[config.mk]
export PLATFORM = sky130hd
export DESIGN_NAME = clamped_pid_controller
export DESIGN_NICKNAME = d
export VERILOG_FILES = /design/src/rtl/cpid_pkg.sv /design/src/rtl/cpid_cfg.sv /design/src/rtl/cpid_front.sv /design/src/rtl/cpid_integ.sv /design/src/rtl/cpid_out.sv /design/src/rtl/clamped_pid_controller.sv
export SDC_FILE = /design/constraint.sdc
export NUM_CORES = 2
export LEC_CHECK = 0
export BUFFER_PORTS_ARGS = -buffer_cell sky130_fd_sc_hd__buf_2
export CAP_MARGIN = 40
export CORE_ASPECT_RATIO = 1.25
export CORE_MARGIN = 2
export CORE_UTILIZATION = 60
export DETAILED_ROUTE_END_ITERATION = 10
export PLACE_DENSITY_LB_ADDON = 0.3
export SYNTH_ARGS = -nofsm -noshare
export SYNTH_HDL_FRONTEND = slang
export SYNTH_HIERARCHICAL = 1
export SYNTH_SLANG_ARGS = --single-unit
[constraint.sdc]
create_clock -name i_clk -period 9.9 [get_ports i_clk]
set_input_delay 1.98 -clock i_clk [delete_from_list [all_inputs] [get_ports i_clk]]
set_output_delay 1.98 -clock i_clk [all_outputs]
set_load 0.005 [all_outputs]
[src/rtl/cpid_pkg.sv]
// ----------------------------------------------------------------------------
// cpid_pkg
// Types and constants of the clamped PID controller.
// ----------------------------------------------------------------------------
package cpid_pkg;

    localparam int SAMPLE_W   = 16;
    localparam int GAIN_W     = 20;
    localparam int LIMIT_W    = 15;
    localparam int DRIVE_W    = 16;
    localparam int CFG_IDX_W  = 3;
    localparam int CFG_DATA_W = 20;

    // error, error difference and the gain products
    localparam int ERR_W   = SAMPLE_W + 1;
    localparam int DERR_W  = SAMPLE_W + 2;
    localparam int PROD_W  = GAIN_W + 1 + ERR_W;
    localparam int DPROD_W = GAIN_W + 1 + DERR_W;
    localparam int PD_W    = DPROD_W + 1;

    // register indexes
    localparam logic [CFG_IDX_W-1:0] CFG_PROP_GAIN   = 3'd0;
    localparam logic [CFG_IDX_W-1:0] CFG_INTEG_GAIN  = 3'd1;
    localparam logic [CFG_IDX_W-1:0] CFG_DERIV_GAIN  = 3'd2;
    localparam logic [CFG_IDX_W-1:0] CFG_INTEG_LIMIT = 3'd3;
    localparam logic [CFG_IDX_W-1:0] CFG_OUT_LIMIT   = 3'd4;

    localparam logic [LIMIT_W-1:0] INTEG_LIMIT_RST = 15'd300;
    localparam logic [LIMIT_W-1:0] OUT_LIMIT_RST   = 15'd800;

    typedef struct packed {
        logic signed [SAMPLE_W-1:0] setpoint;
        logic signed [SAMPLE_W-1:0] measured;
        logic                       clear_integ;
    } t_in;

    typedef struct packed {
        logic signed [DRIVE_W-1:0] drive;
        logic                      out_clamped;
    } t_out;

    typedef struct packed {
        logic [GAIN_W-1:0]  prop_gain;
        logic [GAIN_W-1:0]  integ_gain;
        logic [GAIN_W-1:0]  deriv_gain;
        logic [LIMIT_W-1:0] integ_limit;
        logic [LIMIT_W-1:0] out_limit;
    } t_cfg;

    typedef struct packed {
        logic signed [PROD_W-1:0]  p_term;
        logic signed [PROD_W-1:0]  i_step;
        logic signed [DPROD_W-1:0] d_term;
        logic                      clear_integ;
    } t_prod;

endpackage

[src/rtl/cpid_cfg.sv]
// ----------------------------------------------------------------------------
// cpid_cfg
// Gain and limit registers behind the plain write port.
// ----------------------------------------------------------------------------
module cpid_cfg (
    input  logic                                i_clk,
    input  logic                                i_rst_n,
    input  logic                                i_cfg_we,
    input  logic [cpid_pkg::CFG_IDX_W-1:0]      i_cfg_idx,
    input  logic [cpid_pkg::CFG_DATA_W-1:0]     i_cfg_data,
    output cpid_pkg::t_cfg                      o_cfg
);

    cpid_pkg::t_cfg r_cfg;

    always_ff @(posedge i_clk) begin
        if (!i_rst_n) begin
            r_cfg.prop_gain   <= '0;
            r_cfg.integ_gain  <= '0;
            r_cfg.deriv_gain  <= '0;
            r_cfg.integ_limit <= cpid_pkg::INTEG_LIMIT_RST;
            r_cfg.out_limit   <= cpid_pkg::OUT_LIMIT_RST;
        end else if (i_cfg_we) begin
            unique case (i_cfg_idx)
                cpid_pkg::CFG_PROP_GAIN: begin
                    r_cfg.prop_gain <= i_cfg_data[cpid_pkg::GAIN_W-1:0];
                end
                cpid_pkg::CFG_INTEG_GAIN: begin
                    r_cfg.integ_gain <= i_cfg_data[cpid_pkg::GAIN_W-1:0];
                end
                cpid_pkg::CFG_DERIV_GAIN: begin
                    r_cfg.deriv_gain <= i_cfg_data[cpid_pkg::GAIN_W-1:0];
                end
                cpid_pkg::CFG_INTEG_LIMIT: begin
                    r_cfg.integ_limit <= i_cfg_data[cpid_pkg::LIMIT_W-1:0];
                end
                cpid_pkg::CFG_OUT_LIMIT: begin
                    r_cfg.out_limit <= i_cfg_data[cpid_pkg::LIMIT_W-1:0];
                end
                default: begin
                    // unmapped index: drop the write
                end
            endcase
        end
    end

    assign o_cfg = r_cfg;

endmodule

[src/rtl/cpid_front.sv]
// ----------------------------------------------------------------------------
// cpid_front
// Input register, error forming and the three gain products.
// ----------------------------------------------------------------------------
module cpid_front (
    input  logic              i_clk,
    input  logic              i_rst_n,
    input  cpid_pkg::t_cfg    i_cfg,
    input  logic              i_valid,
    output logic              o_stall,
    input  cpid_pkg::t_in     i_data,
    output logic              o_valid,
    input  logic              i_stall,
    output cpid_pkg::t_prod   o_prod
);

    logic                                   r_in_valid;
    cpid_pkg::t_in                          r_in;
    logic                                   r_prod_valid;
    cpid_pkg::t_prod                        r_prod;
    logic signed [cpid_pkg::ERR_W-1:0]      r_prev_err;

    logic                                   w_prod_stall;
    logic                                   w_in_stall;
    logic signed [cpid_pkg::ERR_W-1:0]      w_err;
    logic signed [cpid_pkg::DERR_W-1:0]     w_derr;
    logic signed [cpid_pkg::GAIN_W:0]       w_kp;
    logic signed [cpid_pkg::GAIN_W:0]       w_ki;
    logic signed [cpid_pkg::GAIN_W:0]       w_kd;
    cpid_pkg::t_prod                        n_prod;

    assign w_prod_stall = r_prod_valid && i_stall;
    assign w_in_stall   = r_in_valid && w_prod_stall;

    assign w_err  = $signed({r_in.setpoint[cpid_pkg::SAMPLE_W-1], r_in.setpoint})
                  - $signed({r_in.measured[cpid_pkg::SAMPLE_W-1], r_in.measured});
    assign w_derr = $signed({w_err[cpid_pkg::ERR_W-1], w_err})
                  - $signed({r_prev_err[cpid_pkg::ERR_W-1], r_prev_err});

    // gains are unsigned: widen with a zero sign bit
    assign w_kp = $signed({1'b0, i_cfg.prop_gain});
    assign w_ki = $signed({1'b0, i_cfg.integ_gain});
    assign w_kd = $signed({1'b0, i_cfg.deriv_gain});

    always_comb begin
        n_prod.p_term      = w_kp * w_err;
        n_prod.i_step      = w_ki * w_err;
        n_prod.d_term      = w_kd * w_derr;
        n_prod.clear_integ = r_in.clear_integ;
    end

    always_ff @(posedge i_clk) begin
        if (!i_rst_n) begin
            r_in_valid   <= 1'b0;
            r_prod_valid <= 1'b0;
            r_prev_err   <= '0;
        end else begin
            if (!w_in_stall) begin
                r_in_valid <= i_valid;
            end
            if (!w_prod_stall) begin
                r_prod_valid <= r_in_valid;
            end
            // the error of each step becomes the previous error of the next
            if (r_in_valid && !w_prod_stall) begin
                r_prev_err <= w_err;
            end
        end
    end

    always_ff @(posedge i_clk) begin
        if (i_valid && !w_in_stall) begin
            r_in <= i_data;
        end
        if (r_in_valid && !w_prod_stall) begin
            r_prod <= n_prod;
        end
    end

    assign o_stall = w_in_stall;
    assign o_valid = r_prod_valid;
    assign o_prod  = r_prod;

endmodule

[src/rtl/cpid_integ.sv]
// ----------------------------------------------------------------------------
// cpid_integ
// Integral accumulate with clamp, and the proportional plus derivative sum.
// ----------------------------------------------------------------------------
module cpid_integ #(
    parameter int GAIN_FRAC_BITS = 16
) (
    input  logic                                                   i_clk,
    input  logic                                                   i_rst_n,
    input  cpid_pkg::t_cfg                                         i_cfg,
    input  logic                                                   i_valid,
    output logic                                                   o_stall,
    input  cpid_pkg::t_prod                                        i_prod,
    output logic                                                   o_valid,
    input  logic                                                   i_stall,
    output logic signed [cpid_pkg::PD_W-1:0]                       o_pd,
    output logic signed [cpid_pkg::LIMIT_W+GAIN_FRAC_BITS:0]       o_integ
);

    localparam int IW  = cpid_pkg::LIMIT_W + GAIN_FRAC_BITS + 1;
    localparam int ISW = ((IW > cpid_pkg::PROD_W) ? IW : cpid_pkg::PROD_W) + 1;

    logic                                   r_valid;
    logic signed [IW-1:0]                   r_integ;
    logic signed [cpid_pkg::PD_W-1:0]       r_pd;

    logic                                   w_stall;
    logic                                   w_load;
    logic signed [IW-1:0]                   w_base;
    logic signed [ISW-1:0]                  w_isum;
    logic signed [ISW-1:0]                  w_ilim;
    logic signed [ISW-1:0]                  w_nlim;
    logic signed [IW-1:0]                   n_integ;
    logic signed [cpid_pkg::PD_W-1:0]       n_pd;

    assign w_stall = r_valid && i_stall;
    assign w_load  = i_valid && !w_stall;

    assign w_base = i_prod.clear_integ ? '0 : r_integ;
    assign w_isum = ISW'(w_base) + ISW'(i_prod.i_step);
    assign w_ilim = $signed(ISW'({i_cfg.integ_limit, {GAIN_FRAC_BITS{1'b0}}}));
    assign w_nlim = -w_ilim;

    always_comb begin
        if (w_isum > w_ilim) begin
            n_integ = IW'(w_ilim);
        end else if (w_isum < w_nlim) begin
            n_integ = IW'(w_nlim);
        end else begin
            n_integ = IW'(w_isum);
        end
    end

    assign n_pd = cpid_pkg::PD_W'(i_prod.p_term) + cpid_pkg::PD_W'(i_prod.d_term);

    // r_integ is both the loop state and the value handed to the output stage
    always_ff @(posedge i_clk) begin
        if (!i_rst_n) begin
            r_valid <= 1'b0;
            r_integ <= '0;
        end else begin
            if (!w_stall) begin
                r_valid <= i_valid;
            end
            if (w_load) begin
                r_integ <= n_integ;
            end
        end
    end

    always_ff @(posedge i_clk) begin
        if (w_load) begin
            r_pd <= n_pd;
        end
    end

    assign o_stall = w_stall;
    assign o_valid = r_valid;
    assign o_pd    = r_pd;
    assign o_integ = r_integ;

endmodule

[src/rtl/cpid_out.sv]
// ----------------------------------------------------------------------------
// cpid_out
// Output sum, output clamp, truncation toward zero and the result register.
// ----------------------------------------------------------------------------
module cpid_out #(
    parameter int GAIN_FRAC_BITS = 16
) (
    input  logic                                                   i_clk,
    input  logic                                                   i_rst_n,
    input  cpid_pkg::t_cfg                                         i_cfg,
    input  logic                                                   i_valid,
    output logic                                                   o_stall,
    input  logic signed [cpid_pkg::PD_W-1:0]                       i_pd,
    input  logic signed [cpid_pkg::LIMIT_W+GAIN_FRAC_BITS:0]       i_integ,
    output logic                                                   o_valid,
    input  logic                                                   i_stall,
    output cpid_pkg::t_out                                         o_data
);

    localparam int IW = cpid_pkg::LIMIT_W + GAIN_FRAC_BITS + 1;
    localparam int TW = ((cpid_pkg::PD_W > IW) ? cpid_pkg::PD_W : IW) + 1;

    logic                           r_valid;
    cpid_pkg::t_out                 r_data;

    logic                           w_stall;
    logic signed [TW-1:0]           w_sum;
    logic signed [TW-1:0]           w_olim;
    logic signed [TW-1:0]           w_nlim;
    logic signed [TW-1:0]           w_clip;
    logic                           w_clamped;
    logic signed [TW-1:0]           w_floor;
    logic                           w_round_up;
    logic [TW-1:0]                  w_whole;
    cpid_pkg::t_out                 n_data;

    assign w_stall = r_valid && i_stall;

    assign w_sum  = TW'(i_pd) + TW'(i_integ);
    assign w_olim = $signed(TW'({i_cfg.out_limit, {GAIN_FRAC_BITS{1'b0}}}));
    assign w_nlim = -w_olim;

    always_comb begin
        if (w_sum > w_olim) begin
            w_clip    = w_olim;
            w_clamped = 1'b1;
        end else if (w_sum < w_nlim) begin
            w_clip    = w_nlim;
            w_clamped = 1'b1;
        end else begin
            w_clip    = w_sum;
            w_clamped = 1'b0;
        end
    end

    // floor, then step back toward zero when a negative value has a fraction
    assign w_floor    = w_clip >>> GAIN_FRAC_BITS;
    assign w_round_up = w_clip[TW-1] && (w_clip[GAIN_FRAC_BITS-1:0] != '0);
    assign w_whole    = w_floor + TW'(w_round_up);

    always_comb begin
        n_data.drive       = w_whole[cpid_pkg::DRIVE_W-1:0];
        n_data.out_clamped = w_clamped;
    end

    always_ff @(posedge i_clk) begin
        if (!i_rst_n) begin
            r_valid <= 1'b0;
        end else if (!w_stall) begin
            r_valid <= i_valid;
        end
    end

    always_ff @(posedge i_clk) begin
        if (i_valid && !w_stall) begin
            r_data <= n_data;
        end
    end

    assign o_stall = w_stall;
    assign o_valid = r_valid;
    assign o_data  = r_data;

endmodule

[src/rtl/clamped_pid_controller.sv]
// Path: an input beat moves through the input, product and integral registers
//   into the result register, from which its result beat is offered.
// Throughput: one input beat per cycle unless the result is stalled; the integral
//   loop closes in one add and clamp in its stage; back-to-back steps need no wait.
// Reset: synchronous, active low; clears all valid flags, the integral and the
//   previous error, and loads the default gains (0) and limits (300, 800).
// ----------------------------------------------------------------------------
// clamped_pid_controller
// Positional PID step with a clamped integral and a clamped output.
// ----------------------------------------------------------------------------
module clamped_pid_controller #(
    parameter int GAIN_FRAC_BITS = 16
) (
    input  logic                                i_clk,
    input  logic                                i_rst_n,
    // configuration write port
    input  logic                                i_cfg_we,
    input  logic [cpid_pkg::CFG_IDX_W-1:0]      i_cfg_idx,
    input  logic [cpid_pkg::CFG_DATA_W-1:0]     i_cfg_data,
    // input channel
    input  logic                                i_valid,
    output logic                                o_stall,
    input  cpid_pkg::t_in                       i_data,
    // result channel
    output logic                                o_valid,
    input  logic                                i_stall,
    output cpid_pkg::t_out                      o_data
);

    // Pipeline:
    //   front : input register -> error, error difference, three products
    //   integ : integral add and clamp (loop state), p + d sum
    //   out   : total, output clamp, truncate toward zero, result register
    // Each stage holds its beat while the next one stalls and takes a new beat
    // whenever it is empty or its content moves on in the same cycle.

    localparam int IW = cpid_pkg::LIMIT_W + GAIN_FRAC_BITS + 1;

    cpid_pkg::t_cfg                         w_cfg;
    logic                                   w_prod_valid;
    logic                                   w_prod_stall;
    cpid_pkg::t_prod                        w_prod;
    logic                                   w_sum_valid;
    logic                                   w_sum_stall;
    logic signed [cpid_pkg::PD_W-1:0]       w_pd;
    logic signed [IW-1:0]                   w_integ;

    cpid_cfg u_cfg (
        .i_clk      (i_clk),
        .i_rst_n    (i_rst_n),
        .i_cfg_we   (i_cfg_we),
        .i_cfg_idx  (i_cfg_idx),
        .i_cfg_data (i_cfg_data),
        .o_cfg      (w_cfg)
    );

    cpid_front u_front (
        .i_clk   (i_clk),
        .i_rst_n (i_rst_n),
        .i_cfg   (w_cfg),
        .i_valid (i_valid),
        .o_stall (o_stall),
        .i_data  (i_data),
        .o_valid (w_prod_valid),
        .i_stall (w_prod_stall),
        .o_prod  (w_prod)
    );

    cpid_integ #(
        .GAIN_FRAC_BITS (GAIN_FRAC_BITS)
    ) u_integ (
        .i_clk   (i_clk),
        .i_rst_n (i_rst_n),
        .i_cfg   (w_cfg),
        .i_valid (w_prod_valid),
        .o_stall (w_prod_stall),
        .i_prod  (w_prod),
        .o_valid (w_sum_valid),
        .i_stall (w_sum_stall),
        .o_pd    (w_pd),
        .o_integ (w_integ)
    );

    cpid_out #(
        .GAIN_FRAC_BITS (GAIN_FRAC_BITS)
    ) u_out (
        .i_clk   (i_clk),
        .i_rst_n (i_rst_n),
        .i_cfg   (w_cfg),
        .i_valid (w_sum_valid),
        .o_stall (w_sum_stall),
        .i_pd    (w_pd),
        .i_integ (w_integ),
        .o_valid (o_valid),
        .i_stall (i_stall),
        .o_data  (o_data)
    );

endmodule

Word-level counts from Yosys, hierarchy flattened
Cells that the tools add are included.
{"block": "totals", "register_bits": 349, "in_bits": 61, "out_inout_bits": 19, "word_cells": 66}
{"block": "op_classes", "addsub": 8, "multipliers": 3, "n_lt_le_gt_ge": 4, "n_eq_ne": 4, "n_mux": 6, "n_reduce_logical": 20}
{"op": "32-bit two-way mux", "count": 3}
{"op": "41-bit two-way mux", "count": 2}
{"op": "21-bit by 17-bit multiplier with 38-bit output", "count": 2}
{"op": "40-bit by 32-bit adder with 41-bit output", "count": 1}
{"op": "41-bit by 32-bit > comparator with 1-bit output", "count": 1}
{"op": "41-bit less-than comparator", "count": 1}
{"op": "31-bit negation with 41-bit output", "count": 1}
{"op": "38-bit by 39-bit adder with 40-bit output", "count": 1}
{"op": "32-bit by 38-bit adder with 39-bit output", "count": 1}
{"op": "39-bit by 32-bit > comparator with 1-bit output", "count": 1}
{"op": "39-bit less-than comparator", "count": 1}
{"op": "21-bit by 18-bit multiplier with 39-bit output", "count": 1}
{"op": "31-bit negation with 39-bit output", "count": 1}
{"op": "17-bit by 17-bit subtractor with 18-bit output", "count": 1}
{"op": "16-bit by 16-bit subtractor with 17-bit output", "count": 1}
{"op": "16-bit by 2-bit adder with 16-bit output", "count": 1}
{"op": "16-bit nonzero test", "count": 1}
{"op": "2-bit AND reduction", "count": 5}
{"op": "1-bit logical AND", "count": 9}
{"op": "3-bit by 2-bit == test with 1-bit output (second input constant)", "count": 2}
{"op": "1-bit zero test", "count": 4}
{"op": "3-bit by 1-bit == test with 1-bit output (second input constant)", "count": 1}
{"op": "3-bit == test (second input constant)", "count": 1}
{"op": "3-bit zero test", "count": 1}
{"op": "1-bit two-way mux", "count": 1}

Depth between registers and ports, before layout
{"block": "logic_depth", "depth_word": 7, "ltp_mapped": 45, "mapped_depth_nobuf": 42}

Hierarchy
The synthesis kept the hierarchy.
{"module": "cpid_front", "n_inst": 1, "cells_per_inst": 4456, "area_each_um2": 41477.3, "seq_area_each_um2": 4854.7}
{"module": "cpid_integ", "n_inst": 1, "cells_per_inst": 1044, "area_each_um2": 8479.4, "seq_area_each_um2": 1861.8}
{"module": "cpid_out", "n_inst": 1, "cells_per_inst": 722, "area_each_um2": 5450.2, "seq_area_each_um2": 530.5}
{"module": "cpid_cfg", "n_inst": 1, "cells_per_inst": 324, "area_each_um2": 3403.3, "seq_area_each_um2": 1801.7}

Worst setup path before layout
OpenSTA, ideal clock, no wires.
{"block": "synth_timing", "kind": "register to register", "from": "register u_front/r_in[17] in the netlist's numbering", "to": "register u_front.r_prod (netlist bit u_front/o_prod[39]) (data pin)", "t_arrival_ns": 9.179, "required_ns": 9.634, "setup_slack_ns": 0.455, "path_stages_with_launch": 41, "synth_period_minus_slack_ns": 9.445, "cell_sequence": "edfxtp_1 inv_1 ha_1 inv_1 fa_1 a21o_1 a21o_1 a21oi_1 o21bai_1 xor2_1 clkbuf_1 ha_1 nor2_1 or2_1 a211o_1 a311oi_1 o21ai_1 a22oi_1 [5 not listed] inv_1 fa_1 inv_1 fa_1 inv_1 fa_1 inv_1 fa_1 inv_1 ha_1 buf_2 nand4_1 or3_1 o211ai_1 o211ai_1 nand3b_1 o41ai_1 xnor2_1"}
{"item": "start, declared", "line_no": "cpid_front.sv:18", "source": "cpid_pkg::t_in r_in;"}
{"item": "start signal, assigned", "line_no": "cpid_front.sv:73", "source": "r_in <= i_data;"}
{"item": "end signal, assigned", "line_no": "cpid_front.sv:76", "source": "r_prod <= n_prod;"}
{"item": "end, declared", "line_no": "cpid_front.sv:20", "source": "cpid_pkg::t_prod r_prod;"}

==> results.env <==
STATUS='finished, final reports clean'
WORSTHOLDPATHTYPE='reg -> reg'
SYNTH_SEQ_CELLS=349
WORST_R2R_PATH_DEPTH=41
SYNTH_EDF_COUNT=206
PLACEMENT.CELL_AREA_MM2=0.0608
FINALWEIGHTEDCONGESTION=0.981
FINISH.UTILIZATION=0.642
PLACEABLE_CORE_REGION_MM2=0.0974
CLOCKROOTBUFFER='sky130_fd_sc_hd__clkbuf_16'
FINALHOLDVIOLATIONS=0
SYNTH.TOP_CELL.AREA_SHARE=0.283
IO_PINS=80
GRT_PASS1_WL_MM=262
WORST-ENDPOINT-ARRIVAL_NS=9.80
CLOCK_TREE.HTREE_LEVEL_COUNT=2
FINAL_ANTENNA_NET_COUNT=0
FINALPOWER_W=0.00883
CRITPATHREQUIREDTIME_NS=10.23
GRT_PASS1_VIAS=48617
NUMBER_OF_CORE_ROWS=128
CRITICAL_PATH.MOST_COMMON_CELL='sky130_fd_sc_hd__inv_1'
SYNTHESIS.NETS=8069
CHIPWIDTH_UM=284
CRITICAL_PATH_BUF_INV_COUNT=9
SYNTH_SEQUENTIAL_AREA_RATIO=0.154
NETLIST-CELL-TYPE-COUNT=115
TIMING.CLOCK.SKEW_NS=0.0272
FIN_WS_NS=0.431
CPMAXSTAGEDELAYCELL='sky130_fd_sc_hd__fa_1'
CAP_VIOL_MAX_COUNT=0
CRITICAL-PATH-TOP-DELAY-FAMILY='adder cells'
POWER.STATIC_LEAKAGE_nW=30.7
SYNTH_TOP_CELLS_BY_AREA='sky130_fd_sc_hd__fa_1 (28%), sky130_fd_sc_hd__ha_1 (13%), sky130_fd_sc_hd__edfxtp_1 (11%)'
ROUTE.DETAILED.DRC=0
LAYOUT_WORST_PATH_CYCLE_SHARE=0.956
MAXSLEWHEADROOM=0.300
DRT-WIRELENGTH-PER-CELL_UM=20.7
CRIT_PATH_MAX_INCR_DELAY_NS=0.54
CTS_MAX_PATH_BUFFERS=3
SYNTH_AREA_PER_CELL_UM2=8.98
YOSYS.CELL_COUNT.TOP_TYPE='sky130_fd_sc_hd__inv_1'
SYNTHTOLAYOUTAREAGROWTH_PCT=6.25
CTS_BUFFERS=43
DIE_AREA_MM2=0.101
PRE_CTS_SLACK_NS=0.0933
SETUP.WORST_PATH.END_CLASS='flip-flop'
WIRELENGTH_MM=163
WORSTHOLDSTART='u_front/n_prod[0]$_DFFE_PP_'
FLOORPLAN.INITIALDENSITY=0.604
FINAL_LAYOUT_SIZE_SUFFIX_GT1_FRAC=0.0578
CTS_HOLD_BUF=0
YS.WARNINGS.COUNT=6
R2R-START='u_front/r_in[17]$_DFFE_PP_'
MAPPEDNETLISTAREA_MM2=0.0588
IR_DROP_mV=0.120
SYNTH.TOP_CELLS.BY_COUNT='sky130_fd_sc_hd__inv_1 (1075), sky130_fd_sc_hd__nand2_1 (882), sky130_fd_sc_hd__fa_1 (831)'
GLOBAL_ROUTE.OVERFLOW_TOTAL=0
MAIN_FLOP_TYPE_AFTER_SYNTHESIS='sky130_fd_sc_hd__edfxtp_1'
NUMBER_OF_ANTENNA_VIOLATIONS_AT_THE_FIRST_CHECK_IN_GLOBAL_ROUTING=6
HOLD_WS_NS=0.426
DIE_H_UM=354
CLK_TRANSITION_REPORTED_PATHS_NS=0.06
WORST_PIN_SLEW_NS=1.05
FINAL_NET_COUNT=8032
POWER_DENSITY_mW_PER_MM2=141
FINISH.INSTANCE_AREA_MM2=0.0625
DP_HPWL_MM=129
MIN_DELAY_PATH_DEPTH=0
CLOCK_LATENCY_NS=0.61
SYN_INST=6546
CLOCK_TREE_FROM_TRITONCTS='yes'
ROUTED-VIA-COUNT=46216
DRV_SLEW=0
CRITICAL_PATH.MAX_FANOUT=20
GLOBAL_ROUTE.USAGE.TOTAL=0.330
NUMCLOCKSINKS=349
PORT-BUFFER-COUNT=79
YOSYSTOPAREACELL='sky130_fd_sc_hd__fa_1'
GRT_MAX_DEGREE=63
ASR_FLOP_RATIO_SYNTH=0
FINAL.MIN_CLOCK_PERIOD_NS=9.47
MAXCLOCKFREQUENCY_GHz=0.106
FIRST_PASS_ITERATION_COUNT_OF_THE_DETAILED_ROUTER=6
FINALSETUPVIOLATIONS=0
CRITICALPATHCATEGORY='reg -> reg'
REG2REG_TO='u_front/o_prod[39]$_DFFE_PP_'
ROUTED_VIA_DENSITY=5.89
HOLD_PATH_END='u_front/o_prod[0]$_DFFE_PP_'
DRTITER0DRC=3026
REGTOREGSETUPSLACK_NS=0.43
CRITPATHLAUNCHTYPE='flip-flop'
logic make-up after synthesis:
family,count (synthesis),share of synthesized area
flops,349,0.154
compound gates,949,0.109
buf+inv,1353,0.0891
simple gates,2065,0.174
mux,113,0.0195
xor+xnor,254,0.0380
fa+ha+maj,1463,0.417
worst reg2reg max path, delay by kind of cell, from the launching register on:
kind | cells | cell delay [ns]
AOI/OAI and AO/OA | 11 | 1.97
xor gates and xnor gates | 2 | 0.26
adders and majority gates | 10 | 4.28
buffers and inverters | 9 | 0.64
DFF | 1 | 0.36
muxes | 1 | 0.25
and+or+nand+nor | 8 | 1.48
flip-flops by register name, summed over array words and instances, names as in the netlist, 17 cells and up:
register	flops
u_integ/o_integ	32
u_front/o_prod	116
u_front/r_in	32
u_front/r_prev_err	17
u_out/o_data	17
u_integ/o_pd	40
u_cfg/o_cfg	90
cell usage in the layout, fill, tap and decap left out, types with 40 or more instances in the layout:
master,count
sky130_fd_sc_hd__a21o_1,107
sky130_fd_sc_hd__a21oi_1,266
sky130_fd_sc_hd__and2_1,384
sky130_fd_sc_hd__buf_2,79
sky130_fd_sc_hd__buf_4,98
sky130_fd_sc_hd__clkbuf_16,44
sky130_fd_sc_hd__dfxtp_1,143
sky130_fd_sc_hd__edfxtp_1,206
sky130_fd_sc_hd__fa_1,830
sky130_fd_sc_hd__ha_1,629
sky130_fd_sc_hd__inv_1,1074
sky130_fd_sc_hd__mux2i_1,104
sky130_fd_sc_hd__nand2_1,881
sky130_fd_sc_hd__nand2b_1,79
sky130_fd_sc_hd__nand3_1,80
sky130_fd_sc_hd__nand4_1,52
sky130_fd_sc_hd__nor2_1,212
sky130_fd_sc_hd__nor2b_1,123
sky130_fd_sc_hd__nor3_1,60
sky130_fd_sc_hd__o21a_1,48
sky130_fd_sc_hd__o21ai_0,147
sky130_fd_sc_hd__o21bai_1,40
sky130_fd_sc_hd__or2_1,43
sky130_fd_sc_hd__xnor2_1,160
sky130_fd_sc_hd__xor2_1,79
metal layers:
metal / vias to the layer above / GRT usage / routed length, um
met5: - / 0 / 53
met2: 1520 / 0.576 / 81700
met4: 8 / 0.163 / 8850
met3: 451 / 0.0494 / 9840
li1: 21085 / - / -
met1: 23152 / 0.398 / 62300
per-stage QoR:
| step | setup TNS, ns | cells |
|---|---|---|
| after detailed placement | 0 | 7760 |
| after global routing | -0.0930 | 7843 |
| after floorplan | 0 | 6546 |
| after global placement | 0 | 7746 |
| after CTS | 0 | 7839 |
| final | 0 | 7845 |
power by group:
| part | total (W) | leakage (nW) | internal, W | switching [W] |
|---|---|---|---|---|
| Clock | 0.00172 | 0.742 | 0.00102 | 0.000701 |
| Sequential | 0.00192 | 3.11 | 0.00179 | 0.000127 |
| Combinational | 0.00519 | 26.8 | 0.00186 | 0.00333 |
| Total | 0.00883 | 30.7 | 0.00467 | 0.00416 |
worst max-delay path by stage:
stage / cells past startpoint / from / slack [ns] / endpoint
floorplan: 40 / u_front/r_in[17]$_DFFE_PP_ / 0.45 / u_front/o_prod[39]$_DFFE_PP_
global placement: 41 / u_front/r_in[17]$_DFFE_PP_ / 0.20 / u_front/o_prod[39]$_DFFE_PP_
detailed placement: 41 / u_front/r_in[17]$_DFFE_PP_ / 0.09 / u_front/o_prod[39]$_DFFE_PP_
CTS: 41 / u_front/r_in[17]$_DFFE_PP_ / 0.07 / u_front/o_prod[39]$_DFFE_PP_
global route: 44 / u_front/r_in[17]$_DFFE_PP_ / -0.04 / u_front/o_prod[38]$_DFFE_PP_
finish: 41 / u_front/r_in[17]$_DFFE_PP_ / 0.43 / u_front/o_prod[39]$_DFFE_PP_
area by class of cell:
cell class              instances  area (um2)
inverters                    1077        4050
fillers                      8164       34900
multi-input cells            4844       44800
clock inverters                32         392
well taps                    1300        1630
flip-flops and latches        349        9050
repair buffers                194        1410
diodes                          2        5.00
clock buffers                  47        1120
what timing repair did:
action,4_1_cts,5_1_grt
endpoints found under the setup margin,0,15
buffers inserted,0,2
gates resized for setup,0,24
No activity file was read; power rests on OpenSTA's default activity.
